[src/hdl/mlfqs_pkg.sv]
// shared types and constants of the mlfq process scheduler
package mlfqs_pkg;

  // command codes of an input transaction
  localparam logic [1:0] CMD_ADMIT    = 2'd0;
  localparam logic [1:0] CMD_DISPATCH = 2'd1;
  localparam logic [1:0] CMD_REPORT   = 2'd2;

  // configuration register indexes
  localparam logic [2:0] CFG_Q_HIGH = 3'd0;
  localparam logic [2:0] CFG_Q_MED  = 3'd1;
  localparam logic [2:0] CFG_Q_LOW  = 3'd2;
  localparam logic [2:0] CFG_BLOCK  = 3'd3;
  localparam logic [2:0] CFG_LAUNCH = 3'd4;

  localparam logic [29:0] RST_Q_HIGH = 30'd10000000;
  localparam logic [29:0] RST_Q_MED  = 30'd20000000;
  localparam logic [29:0] RST_Q_LOW  = 30'd40000000;
  localparam logic [7:0]  RST_BLOCK  = 8'd1;
  localparam logic [29:0] RST_LAUNCH = 30'd10000000;

  localparam logic [30:0] NS_PER_SEC = 31'd1000000000;

  typedef enum logic [1:0] {
    STS_OK, STS_FULL, STS_EMPTY, STS_NO_DISP
  } status_t;

  typedef enum logic [2:0] {
    OC_NONE, OC_DEMOTE, OC_BLOCK, OC_TERM, OC_UNBLOCK
  } outcome_t;

  typedef enum logic [1:0] {
    LV_HIGH, LV_MED, LV_LOW, LV_WAIT
  } level_t;

  typedef enum logic [4:0] {
    OP_NOP, OP_LATCH, OP_SCAN_FREE, OP_SCAN_ID, OP_SCAN_REL, OP_ADD_LAUNCH,
    OP_ADD_MAG, OP_NORM, OP_ADMIT, OP_RD_HEADS, OP_KEY_WAIT, OP_DECIDE,
    OP_POP, OP_PUSH, OP_SET_REL, OP_TERM, OP_FINISH
  } dp_op_t;

  typedef struct packed {
    dp_op_t   op;
    level_t   lvl;
    status_t  sts;
    outcome_t outc;
  } dp_cmd_t;

  typedef struct packed {
    logic   pend_ok;
    logic   wait_nonempty;
    logic   disp_found;
    logic   scan_done;
    logic   scan_hit;
    logic   neg;
    logic   mag_ge_grant;
    level_t pend_level;
  } dp_sts_t;

  typedef enum logic [3:0] {
    S_IDLE, S_SCAN_FREE, S_ADD, S_NORM1, S_NORM2, S_ADMIT, S_RD, S_WKEY,
    S_SCAN_ID, S_DECIDE, S_POP, S_BRANCH, S_PUSHW, S_SCAN_REL, S_TERM, S_FINISH
  } state_t;

endpackage

[src/hdl/mlfqs_ctrl.sv]
// sequencing state machine of the mlfq process scheduler
module mlfqs_ctrl
  import mlfqs_pkg::*;
(
  input  logic       clk,
  input  logic       rst_n,
  input  logic       in_valid,
  output logic       in_stall,
  input  logic [1:0] in_cmd,
  output logic       out_valid,
  input  logic       out_stall,
  output dp_cmd_t    cmd_o,
  input  dp_sts_t    sts_i
);

  state_t   state_r, state_nxt;
  logic [1:0] kind_r, kind_nxt;
  status_t  sts_r, sts_nxt;
  outcome_t outc_r, outc_nxt;
  logic     out_valid_r, out_valid_nxt;

  always_ff @(posedge clk) begin
    if (!rst_n) begin
      state_r     <= S_IDLE;
      kind_r      <= CMD_ADMIT;
      sts_r       <= STS_OK;
      outc_r      <= OC_NONE;
      out_valid_r <= 1'b0;
    end else begin
      state_r     <= state_nxt;
      kind_r      <= kind_nxt;
      sts_r       <= sts_nxt;
      outc_r      <= outc_nxt;
      out_valid_r <= out_valid_nxt;
    end
  end

  always_comb begin
    state_nxt     = state_r;
    kind_nxt      = kind_r;
    sts_nxt       = sts_r;
    outc_nxt      = outc_r;
    out_valid_nxt = out_valid_r && out_stall;
    cmd_o.op      = OP_NOP;
    cmd_o.lvl     = LV_HIGH;
    cmd_o.sts     = sts_r;
    cmd_o.outc    = outc_r;
    in_stall      = (state_r != S_IDLE);
    case (state_r)
      S_IDLE: begin
        if (in_valid) begin
          cmd_o.op = OP_LATCH;
          kind_nxt = in_cmd;
          sts_nxt  = STS_OK;
          outc_nxt = OC_NONE;
          case (in_cmd)
            CMD_ADMIT:    state_nxt = S_SCAN_FREE;
            CMD_DISPATCH: state_nxt = S_RD;
            default: begin
              if (sts_i.pend_ok) begin
                state_nxt = S_ADD;
              end else begin
                sts_nxt   = STS_NO_DISP;
                state_nxt = S_FINISH;
              end
            end
          endcase
        end
      end
      S_SCAN_FREE: begin
        cmd_o.op = OP_SCAN_FREE;
        if (sts_i.scan_done) begin
          if (sts_i.scan_hit) begin
            state_nxt = S_ADD;
          end else begin
            sts_nxt   = STS_FULL;
            state_nxt = S_FINISH;
          end
        end
      end
      S_ADD: begin
        cmd_o.op  = (kind_r == CMD_ADMIT) ? OP_ADD_LAUNCH : OP_ADD_MAG;
        state_nxt = S_NORM1;
      end
      S_NORM1: begin
        cmd_o.op  = OP_NORM;
        state_nxt = S_NORM2;
      end
      S_NORM2: begin
        cmd_o.op  = OP_NORM;
        state_nxt = (kind_r == CMD_ADMIT) ? S_ADMIT : S_RD;
      end
      S_ADMIT: begin
        cmd_o.op  = OP_ADMIT;
        state_nxt = S_FINISH;
      end
      S_RD: begin
        cmd_o.op = OP_RD_HEADS;
        if (kind_r == CMD_DISPATCH) begin
          state_nxt = sts_i.wait_nonempty ? S_WKEY : S_DECIDE;
        end else begin
          state_nxt = S_POP;
        end
      end
      S_WKEY: begin
        cmd_o.op  = OP_KEY_WAIT;
        state_nxt = S_SCAN_ID;
      end
      S_SCAN_ID: begin
        cmd_o.op = OP_SCAN_ID;
        if (sts_i.scan_done) begin
          state_nxt = (kind_r == CMD_DISPATCH) ? S_DECIDE : S_TERM;
        end
      end
      S_DECIDE: begin
        cmd_o.op = OP_DECIDE;
        if (!sts_i.disp_found) sts_nxt = STS_EMPTY;
        state_nxt = S_FINISH;
      end
      S_POP: begin
        cmd_o.op  = OP_POP;
        state_nxt = S_BRANCH;
      end
      S_BRANCH: begin
        if (sts_i.pend_level == LV_WAIT) begin
          cmd_o.op  = OP_PUSH;
          cmd_o.lvl = LV_HIGH;
          outc_nxt  = OC_UNBLOCK;
          state_nxt = S_FINISH;
        end else if (sts_i.neg) begin
          outc_nxt  = OC_TERM;
          state_nxt = S_SCAN_ID;
        end else if (sts_i.mag_ge_grant) begin
          cmd_o.op  = OP_PUSH;
          cmd_o.lvl = (sts_i.pend_level == LV_HIGH) ? LV_MED : LV_LOW;
          outc_nxt  = OC_DEMOTE;
          state_nxt = S_FINISH;
        end else begin
          cmd_o.op  = OP_SET_REL;
          outc_nxt  = OC_BLOCK;
          state_nxt = S_PUSHW;
        end
      end
      S_PUSHW: begin
        cmd_o.op  = OP_PUSH;
        cmd_o.lvl = LV_WAIT;
        state_nxt = S_SCAN_REL;
      end
      S_SCAN_REL: begin
        cmd_o.op = OP_SCAN_REL;
        if (sts_i.scan_done) state_nxt = S_FINISH;
      end
      S_TERM: begin
        cmd_o.op  = OP_TERM;
        state_nxt = S_FINISH;
      end
      S_FINISH: begin
        if (!out_valid_r || !out_stall) begin
          cmd_o.op      = OP_FINISH;
          out_valid_nxt = 1'b1;
          state_nxt     = S_IDLE;
        end
      end
      default: state_nxt = S_IDLE;
    endcase
  end

  assign out_valid = out_valid_r;

endmodule

[config.mk]
export PLATFORM = sky130hd
export DESIGN_NAME = mlfqs_ctrl
export DESIGN_NICKNAME = d
export VERILOG_FILES = /design/src/hdl/mlfqs_pkg.sv /design/src/hdl/mlfqs_ctrl.sv
export SDC_FILE = /design/constraint.sdc
export NUM_CORES = 1
export LEC_CHECK = 0
export BUFFER_PORTS_ARGS = -buffer_cell sky130_fd_sc_hd__clkbuf_2
export CAP_MARGIN = 20
export CORE_UTILIZATION = 52
export DETAILED_ROUTE_END_ITERATION = 8
export PLACE_DENSITY = 0.79
export SLEW_MARGIN = 10
export SYNTH_ARGS = -nofsm -noshare
export SYNTH_HDL_FRONTEND = slang
export SYNTH_SLANG_ARGS = --single-unit
[constraint.sdc]
create_clock -name clk -period 2 [get_ports clk]
set_clock_uncertainty 0.2 [all_clocks]
set_input_delay 0.3 -clock clk [delete_from_list [all_inputs] [get_ports clk]]
set_output_delay 0.3 -clock clk [all_outputs]
set_load 0.01 [all_outputs]
==> results of run 1 <==
-- area by class of cell --
type	count	area share, %
Inverter	3	1.41
Clock buffer	4	2.41
Sequential cell	12	16.8
Multi-Input combinational cell	126	56.0
Tap cell	27	2.25
Timing Repair Buffer	48	21.1
-- power by group through the flow --
stage                     clock [mW]  sequential, mW  combinational (mW)
after global placement             0           0.375                1.19
final                          0.198           0.395                1.44
after global routing           0.207           0.402                1.55
after detailed placement           0           0.379                1.21
after floorplan                    0           0.358               0.836
after CTS                      0.198           0.390                1.26
-- cell usage after synthesis, types with 2 or more instances --
cell type | number | area [um2]
nand3b_1 | 3 | 22.5
nor3_1 | 4 | 20.0
o211a_1 | 2 | 20.0
buf_2 | 5 | 25.0
nor2_1 | 10 | 37.5
o22ai_1 | 4 | 25.0
and2_1 | 2 | 12.5
nand2b_1 | 7 | 43.8
xnor2_1 | 2 | 17.5
mux2i_1 | 2 | 20.0
a21boi_0 | 4 | 30.0
dfxtp_1 | 12 | 240
o32ai_1 | 3 | 26.3
buf_6 | 2 | 22.5
a221oi_1 | 2 | 17.5
nand2_1 | 20 | 75.1
a211oi_1 | 2 | 15.0
o21ai_0 | 13 | 65.1
nor3b_1 | 4 | 30.0
clkbuf_1 | 2 | 7.51
inv_2 | 3 | 11.3
o211ai_1 | 4 | 30.0
nand3_1 | 6 | 30.0
a21oi_1 | 12 | 60.1
or3_1 | 4 | 25.0
-- registers in the layout, summed over array words and instances, names as in the netlist --
signal	count
state_r	4
outc_r	3
kind_r	2
sts_r	2
out_valid	1
-- timing repair --
item / CTS / global route
pin swaps: 5 / 2
gates resized for setup: 13 / 22
setup buffers: 4 / 5
endpoints found under the setup margin: 6 / 8
-- cell families (layout without fill, tap and decap cells) --
group,Yosys count,count (layout)
buffers and inverters,13,55
AO/OA/AOI/OAI,54,54
AND/OR/NAND/NOR,68,68
XOR/XNOR,2,2
multiplexers,2,2
flip-flops,12,12
-- through the flow --
stage,utilization (%),power [mW],cells,hold slack [ns],area [um2]
CTS,71.4,1.84,215,0.100,1400
global route,76.7,2.16,220,0.116,1500
finish,76.7,2.03,220,0.103,1500
floorplan,-,1.19,151,0.240,1070
detailed placement,66.3,1.59,208,0.275,1300
global placement,66.3,1.56,208,0.272,1300
-- per-layer routing --
metal  routed length [um]  vias to the layer above  global-route usage, %
met5                    0                        -                      0
met4                   97                        0                   16.6
met3                  287                       12                   5.66
met2                 1810                       83                   53.7
met1                 1410                      656                   40.3
li1                     -                      646                      -
-- path summary, 6_finish.rpt --
path / start / endpoint / slack [ns]
max: state_r[2] / cmd_o[5] / -0.07
min reg2reg: outc_r[0] / outc_r[0] / 0.28
min: in_cmd[0] / kind_r[0] / 0.10
max reg2reg: state_r[3] / state_r[3] / 0.11
-- critical path, delay by kind of cell, from the launching register on --
family / cells / cell delay (ns)
compound gates: 1 / 0.21
flops: 1 / 0.34
buf+inv: 1 / 0.17
simple gates: 3 / 0.57
==> results by group, run 1 <==
Global routing
  – GRT Residual Overflow: 0
  – Total GRT Usage: around a third
  – Vias in the first global route: approximately 1,100
  – Antenna violations before repair: 0
  – Pin count of the biggest net entering global routing: 18
  – First-pass GRT wire length: about 5100 um

Timing
  – Final worst path period share: 104%
  – F_max: 482 MHz
  – Hold Vio Cnt, Final: 0
  – RSZ-0062 raised after global routing: yes
  – Final TNS setup: -0.124 ns
  – Final WS setup: -0.0748 ns
  – Final Max Tran Viols: 0
  – Slew margin rel.: roughly four fifths
  – Final setup violating endpoints: 3
  – Minimum clock period: between 2 and 2.5 ns
  – Tightest Pin Transition: between 0.2 and 0.3 ns

Synthesis
  – Post-Synth Adder-Cell Area: 0%
  – Synth Area in Simple Gates: 34.0%
  – Register area share after synthesis: around 22%
  – Multiplexer fraction of the synthesized cell area: 1.86%
  – Unique cell type count in the Yosys netlist: 42
  – Main synth FF type: dfxtp_1
  – Complex-gate fraction of the synthesized area: 33.3%
  – Synthesized instance count: 151
  – YS warnings: 0
  – Syn_nets: approximately 170
  – Number of synthesized flops with an enable pin: 0
  – Main combinational cell family by area after synthesis: simple AND/OR/NAND/NOR gates
  – Xor/xnor share of the synthesized area: under 10%
  – Post-synthesis area per instance: slightly above 7 um2
  – Synth Cell Area: around 1100 um2
  – Asr flop ratio synth: 0%
  – Register bit total from synthesis: 12

Layout
  – Fin nets: about 210
  – Sequential cell area: roughly 250 um2
  – # fillers: around 170
  – Ant. Diodes: 0
  – Footprint of the multi-input gates: roughly 840 um2
  – Share of cells above drive strength 1: between 30% and 40%
  – Most common cell after layout, fill and taps aside: clkbuf_2
  – Synth-to-Final Area Change: 39.9%
  – Commonest cells after routing, fill and taps aside: clkbuf_2, nand2_1, buf_4

Routing
  – DR vias/cell: between 6 and 7
  – Routed vias: roughly 1,400
  – ANT nets after route: 0
  – Final wirelength: ~3600 um
  – Avg WL per Cell: between 15 and 20 um
  – DRC: 0
  – Count of TritonRoute iterations in the first routing pass: 4
  – Initial drt markers: 61

Min path
  – Hold WC Path Type: in2reg
  – Hold Crit Depth: 3

Worst setup path
  – Setup CP Type: reg2out
  – Worst path required time: about 1.5 ns
  – Crit-path slowest cell: dfxtp_2
  – Crit path launch type: flip-flop
  – Worst-path maximum fanout: 4
  – Endpoint type of the worst setup path: primary output
  – Slowest cell delay on critical path: 0.34 ns
  – Worst r2r path cells: 6
  – CP Data Arrival Time: 1.57 ns
  – Crit-path cells: and3b_2 > nand2_4 > or2_4 > o32ai_4 > buf_2

Floorplan
  – Starting density of the core: ~55%
  – Chip height: between 40 and 50 um
  – Row count: 16
  – Die Width: about 47 um
  – Die area: approximately 2300 um2
  – Area of the core: 1960 um2
  – Io pins: 29

Clocking
  – Clock-pin slew on the worst setup and hold paths: approximately 0.08 ns
  – # hold bufs at CTS: 0
  – Clock Tree Buf Depth: 2
  – # clock sinks: 12
  – Clock Latency Late Sink: between 0.2 and 0.3 ns
  – Htree depth: 1
  – CTS tree: done
  – Total CTS buffers: 3
  – Clock root buffer: clkbuf_4

Placement
  – Routability cong.: around 0.97
  – I/O Buffers: 28
  – Final HPWL DP: 2400 um
  – Worst Setup Slack post-DPL: roughly 0.049 ns

Outcome
  – Failing checks: negative setup slack
  – Status: finished, violations left

Power and ir drop
  – Leakage: 0.629 nW
  – Clock power frac: slightly below 10%
  – Switching part of the total: 46.5%
  – P_sw: about 940 uW
  – Peak supply drop: around 840 uV
  – P_int: about 1.1 mW
  – Power share of the combinational group: 70.8%
  – Pwr dens: between 1000 and 1500 nW/um2
  – Sequential power share: between 10% and 20%

Run
  – Total of max-cap violations: 0
Note: power is estimated with default switching activity, not from simulation.
==> inputs of run 2 (changes only) <==
--- a/config.mk
+++ b/config.mk
@@ -5,6 +5,7 @@
 export SDC_FILE = /design/constraint.sdc
 export NUM_CORES = 1
 export LEC_CHECK = 0
+export ABC_AREA = 1
 export BUFFER_PORTS_ARGS = -buffer_cell sky130_fd_sc_hd__clkbuf_2
 export CAP_MARGIN = 20
 export CORE_UTILIZATION = 52
==> results by group, run 2 <==
Routing
  – Avg WL per Cell: 13.0 um (was 16.4 um)
  – Final wirelength: 3410 um (was 3600 um)
  – DR vias/cell: 5.35 (was 6.35)
  – DRC: 0 (unchanged)
  – Count of TritonRoute iterations in the first routing pass: 4 (unchanged)
  – Routed vias: 1,408 (was 1,397)
  – Initial drt markers: 62 (was 61)
  – ANT nets after route: 0 (unchanged)

Clocking
  – Total CTS buffers: 3 (unchanged)
  – Clock-pin slew on the worst setup and hold paths: 0.08 ns (about the same)
  – Clock Tree Buf Depth: 2 (unchanged)
  – Htree depth: 1 (unchanged)
  – Clock Latency Late Sink: 0.28 ns (about the same)
  – Clock root buffer: clkbuf_4 (unchanged)
  – # clock sinks: 12 (unchanged)
  – CTS tree: done (unchanged)
  – # hold bufs at CTS: 0 (unchanged)

Synthesis
  – Number of synthesized flops with an enable pin: 0 (unchanged)
  – Syn_nets: 211 (was 166)
  – Synth area leaders: dfxtp_1, nand2_1, nor2_1, inv_1, nand3_1 (was dfxtp_1, nand2_1, o21ai_0, a21oi_1, nand2b_1)
  – Complex-gate fraction of the synthesized area: 13.5% (was 33.3%)
  – Cell taking the most area after synthesis: dfxtp_1 (unchanged)
  – Xor/xnor share of the synthesized area: 0% (was 1.63%)
  – Synth Cell Area: 1080 um2 (was 1070 um2)
  – Main combinational cell family by area after synthesis: simple AND/OR/NAND/NOR gates (unchanged)
  – Register area share after synthesis: 22.2% (was 22.4%)
  – Asr flop ratio synth: 0% (unchanged)
  – Post-synthesis area per instance: 5.52 um2 (was 7.12 um2)
  – Top-area cell type share of the netlist area: 22.2% (was 22.4%)
  – Commonest cells post-synth: nand2_1, nor2_1, inv_1 (was nand2_1, o21ai_0, a21oi_1, dfxtp_1, nor2_1)
  – Synth Area in Simple Gates: 52.4% (was 34.0%)
  – Main synth FF type: dfxtp_1 (unchanged)
  – Synthesized instance count: 196 (was 151)
  – YS warnings: 0 (unchanged)
  – Cell with the most instances after synthesis: nand2_1 (unchanged)
  – Unique cell type count in the Yosys netlist: 23 (was 42)
  – Post-Synth Adder-Cell Area: 0% (unchanged)
  – Register bit total from synthesis: 12 (unchanged)
  – Multiplexer fraction of the synthesized cell area: 0% (was 1.86%)

Global routing
  – Antenna violations before repair: 0 (unchanged)
  – First-pass GRT wire length: 4720 um (was 5050 um)
  – Total GRT Usage: 29.9% (was 32.4%)
  – Pin count of the biggest net entering global routing: 11 (was 18)
  – GRT Residual Overflow: 0 (unchanged)
  – Vias in the first global route: 1,067 (was 1,117)

Power and ir drop
  – Pwr dens: 1350 nW/um2 (about the same)
  – Leakage: 0.809 nW (was 0.629 nW)
  – Peak supply drop: 969 uV (was 845 uV)

Floorplan
  – Chip height: 47.6 um (was 47.5 um)
  – Die Width: 47.6 um (was 47.5 um)
  – Io pins: 29 (unchanged)
  – Die area: 2270 um2 (was 2250 um2)
  – Area of the core: 1960 um2 (unchanged)
  – Starting density of the core: 55.1% (was 54.8%)
  – Row count: 16 (unchanged)

Worst setup path
  – Crit path launch type: flip-flop (unchanged)
  – Setup CP Type: reg2out (unchanged)
  – Worst path required time: 1.50 ns (about the same)
  – Worst-path maximum fanout: 4 (unchanged)
  – CP Data Arrival Time: 1.47 ns (was 1.57 ns)
  – Endpoint type of the worst setup path: primary output (unchanged)

Timing
  – RSZ-0062 raised after global routing: yes (unchanged)
  – F_max: 507 MHz (was 482 MHz)
  – Final setup violating endpoints: 0 (was 3)
  – Hold slack: 0.0710 ns (was 0.103 ns)
  – Slew margin rel.: 78.1% (was 81.1%)
  – Final worst path period share: 98.6% (was 104%)
  – Minimum clock period: 1.97 ns (was 2.07 ns)
  – Tightest Pin Transition: 0.327 ns (was 0.283 ns)
  – Hold Vio Cnt, Final: 0 (unchanged)
  – Final Max Tran Viols: 0 (unchanged)

Layout
  – Design area: 1460 um2 (was 1500 um2)
  – Max reg flops: 4 (unchanged)
  – Footprint of the multi-input gates: 800 um2 (was 842 um2)
  – # fillers: 186 (was 171)
  – Reg with most FFs: state_r (unchanged)
  – Commonest cells after routing, fill and taps aside: nand2_1, nor2_1, clkbuf_2 (was clkbuf_2, nand2_1, buf_4)
  – Synth-to-Final Area Change: 35.0% (was 39.9%)
  – Ant. Diodes: 0 (unchanged)
  – Sequential cell area: 253 um2 (unchanged)
  – Regs by FF count: state_r (4), outc_r (3) (unchanged)
  – Layout Cells excl Fill: 263 (was 220)
  – Fin nets: 252 (was 209)
  – Share of cells above drive strength 1: 37.7% (was 39.4%)
  – Most common cell after layout, fill and taps aside: nand2_1 (was clkbuf_2)

Outcome
  – Status: finished clean (was finished, violations left)

Placement
  – Routability cong.: 0.965 (about the same)
  – Placed Area: 1270 um2 (was 1300 um2)
  – Final HPWL DP: 2640 um (was 2400 um)
  – I/O Buffers: 28 (unchanged)
  – Placed cell count: 253 (was 208)

Min path
  – Hold WC Path Type: in2reg (unchanged)

Run
  – Total of max-cap violations: 0 (unchanged)
-- run 2: through the flow --
step | worst slack, ns | utilization [%] | setup TNS (ns) | power, mW
global route | -0.102 | 74.4 | -0.109 | 2.13
finish | 0.0285 | 74.4 | 0 | 1.97
detailed placement | 0.150 | 64.7 | 0 | 1.52
global placement | 0.157 | 64.7 | 0 | 1.50
CTS | 0.0000230 | 67.3 | 0 | 1.74
floorplan | 0.355 | - | 0 | 1.18
-- run 2: timing repair --
item                       in CTS  in global routing
pin swaps                       0                  4
buffers inserted                0                  6
gates resized for setup         6                 28
setup endpoints to repair       6                  6
-- run 2: logic make-up (layout without fill, tap and decap cells) --
kind of cell	count (synthesis)	after routing
and+or+nand+nor	125	125
buffers and inverters	33	73
AOI/OAI and AO/OA	26	26
DFF	12	12
-- run 2: path summary, 6_finish.rpt --
check | start | slack, ns | depth (start not counted) | to
worst max register to register | state_r[3] | 0.22 | 9 | state_r[3]
worst min register to register | outc_r[0] | 0.27 | 2 | outc_r[0]
worst min-delay path | out_stall | 0.07 | 3 | out_valid
worst max-delay path | state_r[3] | 0.03 | 7 | cmd_o[8]
-- run 2: area by class of cell --
type	instances	share of cell area, %
Tap cell	27	2.32
Clock buffer	4	2.49
Sequential cell	12	17.3
Timing Repair Buffer	37	14.5
Multi-Input combinational cell	151	54.8
Inverter	32	8.58
-- run 2: per-layer routing --
metal / up-vias / GRT usage, % / routed length (um)
met3: 16 / 6.42 / 201
met1: 633 / 41.0 / 1460
met2: 58 / 45.8 / 1640
met4: 0 / 12.2 / 107
li1: 701 / - / -
met5: - / 0 / 0
-- run 2: worst max-delay path, stage by stage, from the launching register on --
cell	delay, ns
dfxtp_2	0.35
buf_6	0.14
nor2_4	0.14
inv_4	0.07
nor2_2	0.22
nor3_2	0.09
nand3_1	0.07
buf_2	0.12
-- run 2: where the power goes --
group	switching (mW)	internal, mW	total [mW]
registers	0.0890	0.313	0.402
logic	0.850	0.518	1.37
clock network	0.0875	0.111	0.198
